$ cat config.mk
export PLATFORM = sky130hd
export DESIGN_NAME = rrpe_ctrl
export DESIGN_NICKNAME = d
export VERILOG_FILES = /design/src/design/rrpe_pkg.sv /design/src/design/rrpe_ctrl.sv
export VERILOG_INCLUDE_DIRS = /design/src /design/src/design
export SDC_FILE = /design/constraint.sdc
export NUM_CORES = 2
export LEC_CHECK = 0
export BUFFER_PORTS_ARGS = -buffer_cell sky130_fd_sc_hd__buf_2
export CAP_MARGIN = 20
export CORE_MARGIN = 2
export CORE_UTILIZATION = 46
export CTS_CLUSTER_DIAMETER = 60
export DETAILED_ROUTE_END_ITERATION = 10
export SLEW_MARGIN = 0
export SYNTH_ARGS = -nofsm -noshare
export SYNTH_HDL_FRONTEND = slang
export SYNTH_SLANG_ARGS = --single-unit
$ cat constraint.sdc
create_clock -name clk -period 16.7 [get_ports clk]
set_clock_uncertainty 0.15 [all_clocks]
set_input_delay 3.34 -clock clk [delete_from_list [all_inputs] [get_ports clk]]
set_output_delay 3.34 -clock clk [all_outputs]
set_load 0.1 [all_outputs]
$ cat src/design/rssi_resample_period_estimator_core_assert.svh
// Assertion macros for the period estimator RTL.
// Each macro expects clk and rst_n in scope.
`ifndef RSSI_RESAMPLE_PERIOD_ESTIMATOR_CORE_ASSERT_SVH
`define RSSI_RESAMPLE_PERIOD_ESTIMATOR_CORE_ASSERT_SVH

// Same-cycle implication.
`define RRPE_ASSERT_IMPL(label, ante, cons, msg) \
  label: assert property (@(posedge clk) disable iff (!rst_n) (ante) |-> (cons)) \
    else $error(msg);

// Next-cycle implication.
`define RRPE_ASSERT_NEXT(label, ante, cons, msg) \
  label: assert property (@(posedge clk) disable iff (!rst_n) (ante) |=> (cons)) \
    else $error(msg);

`endif

$ cat src/design/rrpe_pkg.sv
// ----------------------------------------------------------------------------
// rrpe_pkg
// Types, constants and codes of the RSSI resampler and period estimator.
// ----------------------------------------------------------------------------
package rrpe_pkg;

  localparam int TS_W     = 48;
  localparam int RSSI_W   = 8;
  localparam int LAG_W    = 13;
  localparam int LAGX_W   = 14;
  localparam int PERIOD_W = 23;
  localparam int SUM_W    = 21;
  localparam int WIN_W    = 12;
  localparam int IDX_W    = 13;

  localparam int RING_DEPTH_DEF = 8192;

  localparam logic [9:0]  SAMPLE_INTERVAL_RST = 10'd100;
  localparam logic [19:0] GAP_LIMIT_RST       = 20'd100000;
  localparam logic [11:0] WINDOW_LEN_RST      = 12'd1000;
  localparam logic [6:0]  WINDOW_STEP_RST     = 7'd5;
  localparam logic [6:0]  LAG_STEP_RST        = 7'd5;
  localparam logic [12:0] MIN_LAG_RST         = 13'd100;
  localparam logic [12:0] MAX_LAG_RST         = 13'd5000;
  localparam logic [12:0] INITIAL_MAX_LAG_RST = 13'd3000;

  localparam logic [LAGX_W-1:0]        LAG_SPAN   = 14'd200;
  localparam logic signed [RSSI_W-1:0] RSSI_FLOOR = -8'sd128;

  typedef enum logic [2:0] {
    REG_SAMPLE_INTERVAL = 3'd0,
    REG_GAP_LIMIT       = 3'd1,
    REG_WINDOW_LEN      = 3'd2,
    REG_WINDOW_STEP     = 3'd3,
    REG_LAG_STEP        = 3'd4,
    REG_MIN_LAG         = 3'd5,
    REG_MAX_LAG         = 3'd6,
    REG_INITIAL_MAX_LAG = 3'd7
  } cfg_reg_e;

  typedef struct packed {
    logic [9:0]  sample_interval_us;
    logic [19:0] gap_limit_us;
    logic [11:0] window_len;
    logic [6:0]  window_step;
    logic [6:0]  lag_step;
    logic [12:0] min_lag;
    logic [12:0] max_lag;
    logic [12:0] initial_max_lag;
  } cfg_t;

  typedef struct packed {
    logic                enough_data;
    logic [LAG_W-1:0]    best_lag;
    logic [PERIOD_W-1:0] period_us;
    logic                peak_found;
    logic [TS_W-1:0]     peak_time_us;
  } res_t;

  typedef enum logic [3:0] {
    ST_IDLE,
    ST_SAMPLE,
    ST_FILL,
    ST_TICK,
    ST_LAG_MOD,
    ST_LAG_START,
    ST_SUM,
    ST_LAG_CMP,
    ST_PEAK_SETUP,
    ST_PEAK,
    ST_PEAK_TIME,
    ST_PEAK_WAIT,
    ST_DONE
  } eng_state_e;

endpackage

$ cat src/design/rrpe_ctrl.sv
// ----------------------------------------------------------------------------
// rrpe_ctrl
// Sequencer: grid fill into the ring, lag search and peak search.
// ----------------------------------------------------------------------------
`include "rssi_resample_period_estimator_core_assert.svh"

module rrpe_ctrl #(
  parameter int RING_DEPTH = 8192,
  parameter int AW         = 13
) (
  input  logic                  clk,
  input  logic                  rst_n,
  input  rrpe_pkg::cfg_t        cfg,
  input  logic                  in_valid,
  output logic                  in_ready,
  input  logic                  in_action,
  input  logic [47:0]           in_timestamp_us,
  input  logic [7:0]            in_rssi,
  output logic                  res_valid,
  input  logic                  res_ready,
  output rrpe_pkg::res_t        res,
  output logic                  ring_we,
  output logic [AW-1:0]         ring_waddr,
  output logic [7:0]            ring_wrssi,
  output logic [47:0]           ring_wtime,
  output logic [AW-1:0]         ring_ra_addr,
  output logic [AW-1:0]         ring_rb_addr,
  output logic [AW-1:0]         ring_rt_addr,
  input  logic [7:0]            ring_ra_data,
  input  logic [7:0]            ring_rb_data,
  input  logic [47:0]           ring_rt_data
);

  import rrpe_pkg::*;

  function automatic logic [AW-1:0] ptr_dec(input logic [AW-1:0] p, input logic [31:0] s);
    logic [31:0] pw;
    pw = 32'(p);
    if (pw >= s) return AW'(pw - s);
    return AW'(pw + 32'(RING_DEPTH) - s);
  endfunction

  function automatic logic [AW-1:0] ptr_inc(input logic [AW-1:0] p);
    if (32'(p) == 32'(RING_DEPTH - 1)) return '0;
    return AW'(32'(p) + 32'd1);
  endfunction

  eng_state_e st_r, st_nxt;

  // ring control and model state
  logic [AW-1:0]     wp_r, wp_nxt, op_r, op_nxt;
  logic              wrapped_r, wrapped_nxt;
  logic              have_r, have_nxt;
  logic [TS_W-1:0]   last_r, last_nxt;
  logic [LAG_W-1:0]  prev_lag_r, prev_lag_nxt;
  logic [TS_W-1:0]   peak_time_r, peak_time_nxt;

  // working registers
  logic [TS_W-1:0]     ts_r, ts_nxt;
  logic [7:0]          rssi_r, rssi_nxt;
  logic [TS_W:0]       target_r, target_nxt;
  logic [AW-1:0]       head_r, head_nxt, bbase_r, bbase_nxt;
  logic [AW-1:0]       a_ptr_r, a_ptr_nxt, b_ptr_r, b_ptr_nxt;
  logic [LAGX_W-1:0]   lag_r, lag_nxt, lagmod_r, lagmod_nxt, end_r, end_nxt;
  logic [LAGX_W-1:0]   best_r, best_nxt, k_r, k_nxt;
  logic                any_r, any_nxt;
  logic [SUM_W-1:0]    sum_r, sum_nxt, best_sum_r, best_sum_nxt;
  logic [IDX_W-1:0]    i_r, i_nxt;
  logic                iss_r, iss_nxt, av_r, av_nxt, bv_r, bv_nxt;
  logic [AW-1:0]       pidx_r, pidx_nxt, pk_idx_r, pk_idx_nxt;
  logic                pk_valid_r, pk_valid_nxt, found_r, found_nxt;
  logic signed [7:0]   maxv_r, maxv_nxt;
  logic [PERIOD_W-1:0] period_r, period_nxt;
  res_t                res_r, res_nxt;

  logic [9:0]        step_eff;
  logic [6:0]        wstep_eff, lstep_eff;
  logic [TS_W:0]     gap_diff;
  logic [AW-1:0]     count;
  logic [LAGX_W-1:0] start_lag, end_lag, prev_x;
  logic signed [7:0] a_val, b_val;
  logic signed [8:0] ab_diff;
  logic [7:0]        ab_abs;
  logic [AW-1:0]     wp_inc;
  logic [TS_W-1:0]   peak_t;

  assign step_eff  = (cfg.sample_interval_us == '0) ? 10'd1 : cfg.sample_interval_us;
  assign wstep_eff = (cfg.window_step == '0) ? 7'd1 : cfg.window_step;
  assign lstep_eff = (cfg.lag_step == '0) ? 7'd1 : cfg.lag_step;

  assign gap_diff = {1'b0, ts_r} - {1'b0, last_r};
  assign count    = (wp_r >= op_r) ? AW'(wp_r - op_r)
                                   : AW'(32'(wp_r) + 32'(RING_DEPTH) - 32'(op_r));
  assign prev_x   = {1'b0, prev_lag_r};

  always_comb begin
    if (prev_lag_r == '0) begin
      start_lag = {1'b0, cfg.min_lag};
      end_lag   = {1'b0, cfg.initial_max_lag};
    end else begin
      start_lag = (prev_x >= LAG_SPAN + {1'b0, cfg.min_lag}) ? prev_x - LAG_SPAN
                                                              : {1'b0, cfg.min_lag};
      end_lag   = (prev_x + LAG_SPAN > {1'b0, cfg.max_lag}) ? {1'b0, cfg.max_lag}
                                                            : prev_x + LAG_SPAN;
    end
  end

  // unwritten entries read as zero
  assign a_val   = av_r ? $signed(ring_ra_data) : 8'sd0;
  assign b_val   = bv_r ? $signed(ring_rb_data) : 8'sd0;
  assign ab_diff = 9'(a_val) - 9'(b_val);
  assign ab_abs  = ab_diff[8] ? 8'(-ab_diff) : ab_diff[7:0];
  assign wp_inc  = ptr_inc(wp_r);
  assign peak_t  = pk_valid_r ? ring_rt_data : '0;

  always_comb begin
    st_nxt        = st_r;
    wp_nxt        = wp_r;
    op_nxt        = op_r;
    wrapped_nxt   = wrapped_r;
    have_nxt      = have_r;
    last_nxt      = last_r;
    prev_lag_nxt  = prev_lag_r;
    peak_time_nxt = peak_time_r;
    ts_nxt        = ts_r;
    rssi_nxt      = rssi_r;
    target_nxt    = target_r;
    head_nxt      = head_r;
    bbase_nxt     = bbase_r;
    a_ptr_nxt     = a_ptr_r;
    b_ptr_nxt     = b_ptr_r;
    lag_nxt       = lag_r;
    lagmod_nxt    = lagmod_r;
    end_nxt       = end_r;
    best_nxt      = best_r;
    k_nxt         = k_r;
    any_nxt       = any_r;
    sum_nxt       = sum_r;
    best_sum_nxt  = best_sum_r;
    i_nxt         = i_r;
    iss_nxt       = 1'b0;
    av_nxt        = av_r;
    bv_nxt        = bv_r;
    pidx_nxt      = pidx_r;
    pk_idx_nxt    = pk_idx_r;
    pk_valid_nxt  = pk_valid_r;
    found_nxt     = found_r;
    maxv_nxt      = maxv_r;
    period_nxt    = period_r;
    res_nxt       = res_r;
    in_ready      = 1'b0;
    res_valid     = 1'b0;
    ring_we       = 1'b0;
    ring_wrssi    = rssi_r;
    ring_wtime    = ts_r;
    ring_ra_addr  = a_ptr_r;
    ring_rb_addr  = b_ptr_r;
    ring_rt_addr  = pk_idx_r;

    unique case (st_r)
      ST_IDLE: begin
        in_ready = 1'b1;
        if (in_valid) begin
          ts_nxt   = in_timestamp_us;
          rssi_nxt = in_rssi;
          st_nxt   = in_action ? ST_TICK : ST_SAMPLE;
        end
      end
      ST_SAMPLE: begin
        if (!have_r || (ts_r > last_r && gap_diff > {29'd0, cfg.gap_limit_us})) begin
          // first sample or long gap: store as it came
          ring_we  = 1'b1;
          last_nxt = ts_r;
          have_nxt = 1'b1;
          st_nxt   = ST_IDLE;
        end else begin
          target_nxt = {1'b0, last_r} + {39'd0, step_eff};
          st_nxt     = ST_FILL;
        end
      end
      ST_FILL: begin
        if (target_r <= {1'b0, ts_r}) begin
          ring_we    = 1'b1;
          ring_wtime = target_r[TS_W-1:0];
          last_nxt   = target_r[TS_W-1:0];
          target_nxt = target_r + {39'd0, step_eff};
        end else begin
          st_nxt = ST_IDLE;
        end
      end
      ST_TICK: begin
        head_nxt = ptr_dec(wp_r, 32'd1);
        if (32'(count) < {19'd0, cfg.window_len, 1'b0}) begin
          res_nxt = '{enough_data: 1'b0, best_lag: '0, period_us: '0, peak_found: 1'b0,
                      peak_time_us: peak_time_r};
          st_nxt  = ST_DONE;
        end else begin
          lag_nxt    = start_lag;
          lagmod_nxt = start_lag;
          end_nxt    = end_lag;
          best_nxt   = '0;
          any_nxt    = 1'b0;
          st_nxt     = ST_LAG_MOD;
        end
      end
      ST_LAG_MOD: begin
        // reduce the first lag modulo the ring depth
        if (32'(lagmod_r) >= 32'(RING_DEPTH)) begin
          lagmod_nxt = LAGX_W'(32'(lagmod_r) - 32'(RING_DEPTH));
        end else begin
          bbase_nxt = ptr_dec(head_r, 32'(lagmod_r));
          st_nxt    = ST_LAG_START;
        end
      end
      ST_LAG_START: begin
        if (lag_r > end_r) begin
          st_nxt = ST_PEAK_SETUP;
        end else begin
          a_ptr_nxt = head_r;
          b_ptr_nxt = bbase_r;
          i_nxt     = '0;
          sum_nxt   = '0;
          st_nxt    = ST_SUM;
        end
      end
      ST_SUM: begin
        if (i_r < {1'b0, cfg.window_len}) begin
          iss_nxt   = 1'b1;
          av_nxt    = wrapped_r || (a_ptr_r < wp_r);
          bv_nxt    = wrapped_r || (b_ptr_r < wp_r);
          a_ptr_nxt = ptr_dec(a_ptr_r, 32'(wstep_eff));
          b_ptr_nxt = ptr_dec(b_ptr_r, 32'(wstep_eff));
          i_nxt     = i_r + IDX_W'(wstep_eff);
        end else if (!iss_r) begin
          st_nxt = ST_LAG_CMP;
        end
        if (iss_r) begin
          sum_nxt = sum_r + SUM_W'(ab_abs);
        end
      end
      ST_LAG_CMP: begin
        if (!any_r || sum_r < best_sum_r) begin
          any_nxt      = 1'b1;
          best_sum_nxt = sum_r;
          best_nxt     = lag_r;
        end
        lag_nxt   = lag_r + LAGX_W'(lstep_eff);
        bbase_nxt = ptr_dec(bbase_r, 32'(lstep_eff));
        st_nxt    = ST_LAG_START;
      end
      ST_PEAK_SETUP: begin
        if (best_r == '0) begin
          res_nxt = '{enough_data: 1'b1, best_lag: '0, period_us: '0, peak_found: 1'b0,
                      peak_time_us: peak_time_r};
          st_nxt  = ST_DONE;
        end else begin
          prev_lag_nxt = best_r[LAG_W-1:0];
          period_nxt   = PERIOD_W'(best_r * step_eff);
          a_ptr_nxt    = head_r;
          k_nxt        = '0;
          maxv_nxt     = RSSI_FLOOR;
          found_nxt    = 1'b0;
          pk_valid_nxt = 1'b0;
          st_nxt       = ST_PEAK;
        end
      end
      ST_PEAK: begin
        if (k_r < best_r) begin
          iss_nxt   = 1'b1;
          av_nxt    = wrapped_r || (a_ptr_r < wp_r);
          pidx_nxt  = a_ptr_r;
          a_ptr_nxt = ptr_dec(a_ptr_r, 32'd1);
          k_nxt     = k_r + 1'b1;
        end else if (!iss_r) begin
          st_nxt = ST_PEAK_TIME;
        end
        // keep the first strict maximum, newest first
        if (iss_r && (a_val > maxv_r)) begin
          maxv_nxt     = a_val;
          pk_idx_nxt   = pidx_r;
          pk_valid_nxt = av_r;
          found_nxt    = 1'b1;
        end
      end
      ST_PEAK_TIME: begin
        if (found_r) begin
          st_nxt = ST_PEAK_WAIT;
        end else begin
          res_nxt = '{enough_data: 1'b1, best_lag: best_r[LAG_W-1:0], period_us: period_r,
                      peak_found: 1'b0, peak_time_us: peak_time_r};
          st_nxt  = ST_DONE;
        end
      end
      ST_PEAK_WAIT: begin
        peak_time_nxt = peak_t;
        res_nxt = '{enough_data: 1'b1, best_lag: best_r[LAG_W-1:0], period_us: period_r,
                    peak_found: 1'b1, peak_time_us: peak_t};
        st_nxt  = ST_DONE;
      end
      ST_DONE: begin
        res_valid = 1'b1;
        if (res_ready) st_nxt = ST_IDLE;
      end
      default: st_nxt = ST_IDLE;
    endcase

    // advance the ring pointers on every write; drop the oldest when full
    if (ring_we) begin
      wp_nxt = wp_inc;
      if (wp_inc == op_r) op_nxt = ptr_inc(op_r);
      if (wp_inc == '0) wrapped_nxt = 1'b1;
    end
  end

  assign ring_waddr = wp_r;
  assign res        = res_r;

  always_ff @(posedge clk) begin
    if (!rst_n) begin
      st_r <= ST_IDLE;
    end else begin
      st_r <= st_nxt;
    end
  end

  always_ff @(posedge clk) begin
    if (!rst_n) begin
      wp_r        <= '0;
      op_r        <= '0;
      wrapped_r   <= 1'b0;
      have_r      <= 1'b0;
      last_r      <= '0;
      prev_lag_r  <= '0;
      peak_time_r <= '0;
      iss_r       <= 1'b0;
    end else begin
      wp_r        <= wp_nxt;
      op_r        <= op_nxt;
      wrapped_r   <= wrapped_nxt;
      have_r      <= have_nxt;
      last_r      <= last_nxt;
      prev_lag_r  <= prev_lag_nxt;
      peak_time_r <= peak_time_nxt;
      iss_r       <= iss_nxt;
    end
  end

  always_ff @(posedge clk) begin
    ts_r       <= ts_nxt;
    rssi_r     <= rssi_nxt;
    target_r   <= target_nxt;
    head_r     <= head_nxt;
    bbase_r    <= bbase_nxt;
    a_ptr_r    <= a_ptr_nxt;
    b_ptr_r    <= b_ptr_nxt;
    lag_r      <= lag_nxt;
    lagmod_r   <= lagmod_nxt;
    end_r      <= end_nxt;
    best_r     <= best_nxt;
    k_r        <= k_nxt;
    any_r      <= any_nxt;
    sum_r      <= sum_nxt;
    best_sum_r <= best_sum_nxt;
    i_r        <= i_nxt;
    av_r       <= av_nxt;
    bv_r       <= bv_nxt;
    pidx_r     <= pidx_nxt;
    pk_idx_r   <= pk_idx_nxt;
    pk_valid_r <= pk_valid_nxt;
    found_r    <= found_nxt;
    maxv_r     <= maxv_nxt;
    period_r   <= period_nxt;
    res_r      <= res_nxt;
  end

  `RRPE_ASSERT_IMPL(a_write_only_on_sample, ring_we, (st_r == ST_SAMPLE) || (st_r == ST_FILL), "ring written outside sample handling")
  `RRPE_ASSERT_NEXT(a_ring_never_full, ring_we, wp_r != op_r, "ring write left no free entry")
  `RRPE_ASSERT_IMPL(a_peak_needs_lag, st_r == ST_PEAK_TIME, best_r != '0, "peak search without a lag")

endmodule

==> tab_implementation.tex <==
\begin{tabular}{lr}
\hline
Metric & Value \\
\hline
\multicolumn{2}{l}{\textbf{Detailed routing}} \\
Routed wire length on met3 & 7630 um \\
Top layer in use & met5 \\
Met1 Wirelength & 53200 um \\
Total detailed-routing wirelength & 120000 um \\
Ratio of routed vias to standard cells & 5.54 \\
Antenna-violating nets left & 0 \\
Detailed-route via count & 33300 \\
Drc violations & 0 \\
Post-detailed-route wirelength per cell & 20.0 um \\
First-pass iteration count of the detailed router & 7 \\
Number of design-rule violations left by the first detailed-router iteration & 2242 \\
Met2 WL post-DR & 55900 um \\
\multicolumn{2}{l}{\textbf{Place}} \\
Quantity of I/O buffers inserted on ports & 416 \\
Global placer's final weighted congestion & 0.942 \\
Worst setup slack after placement & 5.92 ns \\
Total placed cells including tap cells & 5874 \\
Sum of net half-perimeters after detailed placement & 92100 um \\
Placed Instance Area & 0.0443 mm\^{}2 \\
\multicolumn{2}{l}{\textbf{Floorplanning}} \\
Row cnt & 109 \\
Initial core utilization & 46.5\% \\
Area of the core region & 0.0885 mm\^{}2 \\
Die Span Y & 303 um \\
Top-level port count & 417 \\
Die span in x & 303 um \\
Die Area & 0.0920 mm\^{}2 \\
\multicolumn{2}{l}{\textbf{STA}} \\
Fmax & 92.3 MHz \\
Actual transition at the worst max-transition pin & 1.11 ns \\
Final critical delay including setup and external delays & 10.84 ns \\
Crit share post-route & 64.9\% \\
Max-slew violation count & 0 \\
Setup repair after global routing missed its margin & no \\
Relative max-transition margin & 25.2\% \\
Final sum of negative setup slack & 0 ns \\
Final hold violation count & 0 \\
Final WS setup & 5.86 ns \\
Final-report setup violation count & 0 \\
\multicolumn{2}{l}{\textbf{Power}} \\
Power per cell area & 147 mW/mm\^{}2 \\
Lkg Pwr & 20.1 nW \\
Maximum vdd ir drop & 0.165 mV \\
\multicolumn{2}{l}{\textbf{Flow run}} \\
\# Max-Cap Violations & 0 \\
\multicolumn{2}{l}{\textbf{Setup path}} \\
Type of the worst setup path & primary input to output port \\
Worst reg-to-reg setup slack & 9.61 ns \\
Startpoint of the worst setup timing path & cfg[77] \\
Reg-to-reg critical path startpoint & ts\_r[0] \\
Largest fanout on the critical path & 42 \\
Critical path endpoint category & output port \\
Timing endpoint of the critical path & ring\_we \\
Startpoint type of the worst setup path & primary input \\
Data required time of the worst path & 13.21 ns \\
Destination of the worst register-to-register timing path & last\_r[35] \\
Count of cells along the worst register-to-register path & 24 \\
Arrival time reported for the critical path endpoint & 7.35 ns \\
\multicolumn{2}{l}{\textbf{GRT}} \\
Initial antenna violation count & 10 \\
Vias in the first global route & 32300 \\
Total overflow reported by the global router & 0 \\
Pin count of the biggest net entering global routing & 97 \\
First-pass GRT wire length & 185000 um \\
All-Layer GR Usage & 25.8\% \\
\multicolumn{2}{l}{\textbf{CTS}} \\
CTS Buf Count & 76 \\
TritonCTS clock tree & yes \\
Post-CTS resize count & 0 \\
Setup Fix Bufs, Post-CTS & 0 \\
H-tree lvl count & 3 \\
Number of hold buffers added after CTS & 0 \\
Clock latency of the later-clocked register in the worst-skew pair & 0.65 ns \\
CTS Sinks & 572 \\
Root Driver & clkbuf\_16 \\
Number of buffers on the longest clock path & 3 \\
Clock-pin slew reported for the worst setup and hold paths after clock tree synthesis & 0.06 ns \\
\multicolumn{2}{l}{\textbf{Cells and area}} \\
Layout cells sized above 1 & 13.4\% \\
Storage cell area & 0.0158 mm\^{}2 \\
Layout Utilization & 53.0\% \\
Signed area change from the synthesized netlist to the final layout & 13.8\% \\
Design area & 0.0469 mm\^{}2 \\
Area used by multi-input combinational logic & 0.0229 mm\^{}2 \\
Net count of the finished layout & 5503 \\
Number of fillers in the final layout & 8210 \\
Post-route non-filler standard cell count & 6019 \\
\multicolumn{2}{l}{\textbf{Synthesis}} \\
Top\_reg\_cell synth & edfxtp\_1 \\
Post-Syn Area & 0.0412 mm\^{}2 \\
Leading post-synthesis cells by cell area & edfxtp\_1, ha\_1, dfxtp\_1 \\
Most repeated cell in the gate-level netlist after synthesis & nand2\_1 \\
Number of enable-type register cells in the synthesized netlist & 430 \\
Share of the synthesized area in the top cell type & 31.3\% \\
Top cell type by total area after synthesis & edfxtp\_1 \\
Gate count after technology mapping & 4456 \\
Top cells by count, synth & nand2\_1, inv\_1, edfxtp\_1 \\
Portion of the post-synthesis area used by sequential elements & 38.2\% \\
Total of warnings raised by yosys & 0 \\
Async set-or-reset flop fraction in the synthesized netlist & 0\% \\
Mean instance size in the synthesized netlist & 9.25 um\^{}2 \\
Synthesized flop and latch total & 572 \\
Unique masters post-synth & 93 \\
Nets in the synthesized netlist & 5171 \\
\multicolumn{2}{l}{\textbf{Run status}} \\
Outcome & finished clean \\
\multicolumn{2}{l}{\textbf{Hold path}} \\
Worst hold-check path type & register to register \\
Worst Hold Launch & pidx\_r[8] \\
\hline
\end{tabular}
-- routing by layer --
layer  vias up  track usage (%)
li1      16300                -
met1     15900             34.3
met2       963             42.8
met3       195             4.70
met4         8             8.16
met5         -                0
-- sequential cells by signal (all words and copies together), names as in the netlist, 21 cells and up --
name,flops
res,86
target_r,49
last_r,48
peak_time_r,48
ts_r,48
period_r,23
best_sum_r,21
sum_r,21
-- cell usage in the layout (no fill, tap or decap), types with 29 or more instances in the layout --
master,Yosys,routed
a211oi_2,31,31
a21o_1,92,92
a21oi_1,337,337
a31oi_1,29,29
and2_1,143,142
and3_1,33,33
buf_2,23,416
buf_4,1,34
clkbuf_16,0,79
dfxtp_1,142,142
edfxtp_1,430,430
fa_1,104,104
ha_1,391,391
inv_1,454,453
mux2i_1,32,32
nand2_1,493,492
nand2b_1,56,56
nand3_1,141,141
nand4_1,70,70
nor2_1,283,283
nor2b_1,57,57
nor3_1,86,86
o211ai_1,39,39
o21a_1,34,34
o21ai_0,217,216
xnor2_1,165,165
xor2_1,86,86
-- stage by stage --
stage          hold slack [ns]  total power [mW]
3_3_place_gp             0.251              5.16
6_report                 0.241              6.89
5_1_grt                  0.252              7.29
2_1_floorplan            0.250              4.42
3_5_place_dp             0.255              5.18
4_1_cts                  0.247              6.91
-- power by group --
part           internal (mW)  switching (mW)
clock                   1.01           0.686
combinational          0.965            2.26
sequential              1.79           0.178
-- worst min-delay path by stage --
stage | cells after the start | to
2_1_floorplan | 0 | ring_rt_addr[0]
3_3_place_gp | 0 | ring_rt_addr[6]
3_5_place_dp | 0 | ring_rt_addr[10]
4_1_cts | 0 | ring_rt_addr[8]
5_1_grt | 0 | ring_rt_addr[11]
6_report | 0 | ring_rt_addr[8]
-- kinds of logic (layout without fill, tap and decap cells) --
logic type | after synthesis | in the layout | synth area share (%)
flops | 572 | 572 | 38.2
compound gates | 992 | 992 | 15.5
other cells | 1 | 3 | 0.00910
buf+inv | 657 | 1053 | 6.16
fa+ha+maj | 495 | 495 | 16.9
simple gates | 1453 | 1453 | 16.9
xor+xnor | 251 | 251 | 5.34
mux | 35 | 35 | 0.860
-- worst max-delay path: stages --
cell,delay [ns]
buf_2,0.07
inv_1,0.04
ha_1,0.32
a21oi_1,0.17
o21a_1,0.19
o211ai_1,0.11
o21ai_0,0.24
nand3_1,0.12
a32oi_1,0.35
nand4_1,0.14
or4_1,0.53
or4_4,0.59
nand3_4,0.24
nand2_4,0.36
buf_2,0.46
-- final cells by class --
| cell class | count | share of cell area [%] |
|---|---|---|
| Antenna cell | 2 | 0.0107 |
| Clock buffer | 101 | 4.48 |
| Clock inverter | 41 | 1.11 |
| Inverter | 459 | 3.68 |
| Multi-Input combinational cell | 3227 | 48.9 |
| Sequential cell | 572 | 33.6 |
| Tap cell | 1165 | 3.11 |
| Timing Repair Buffer | 452 | 5.09 |
Power figures use the tool's default switching activity.
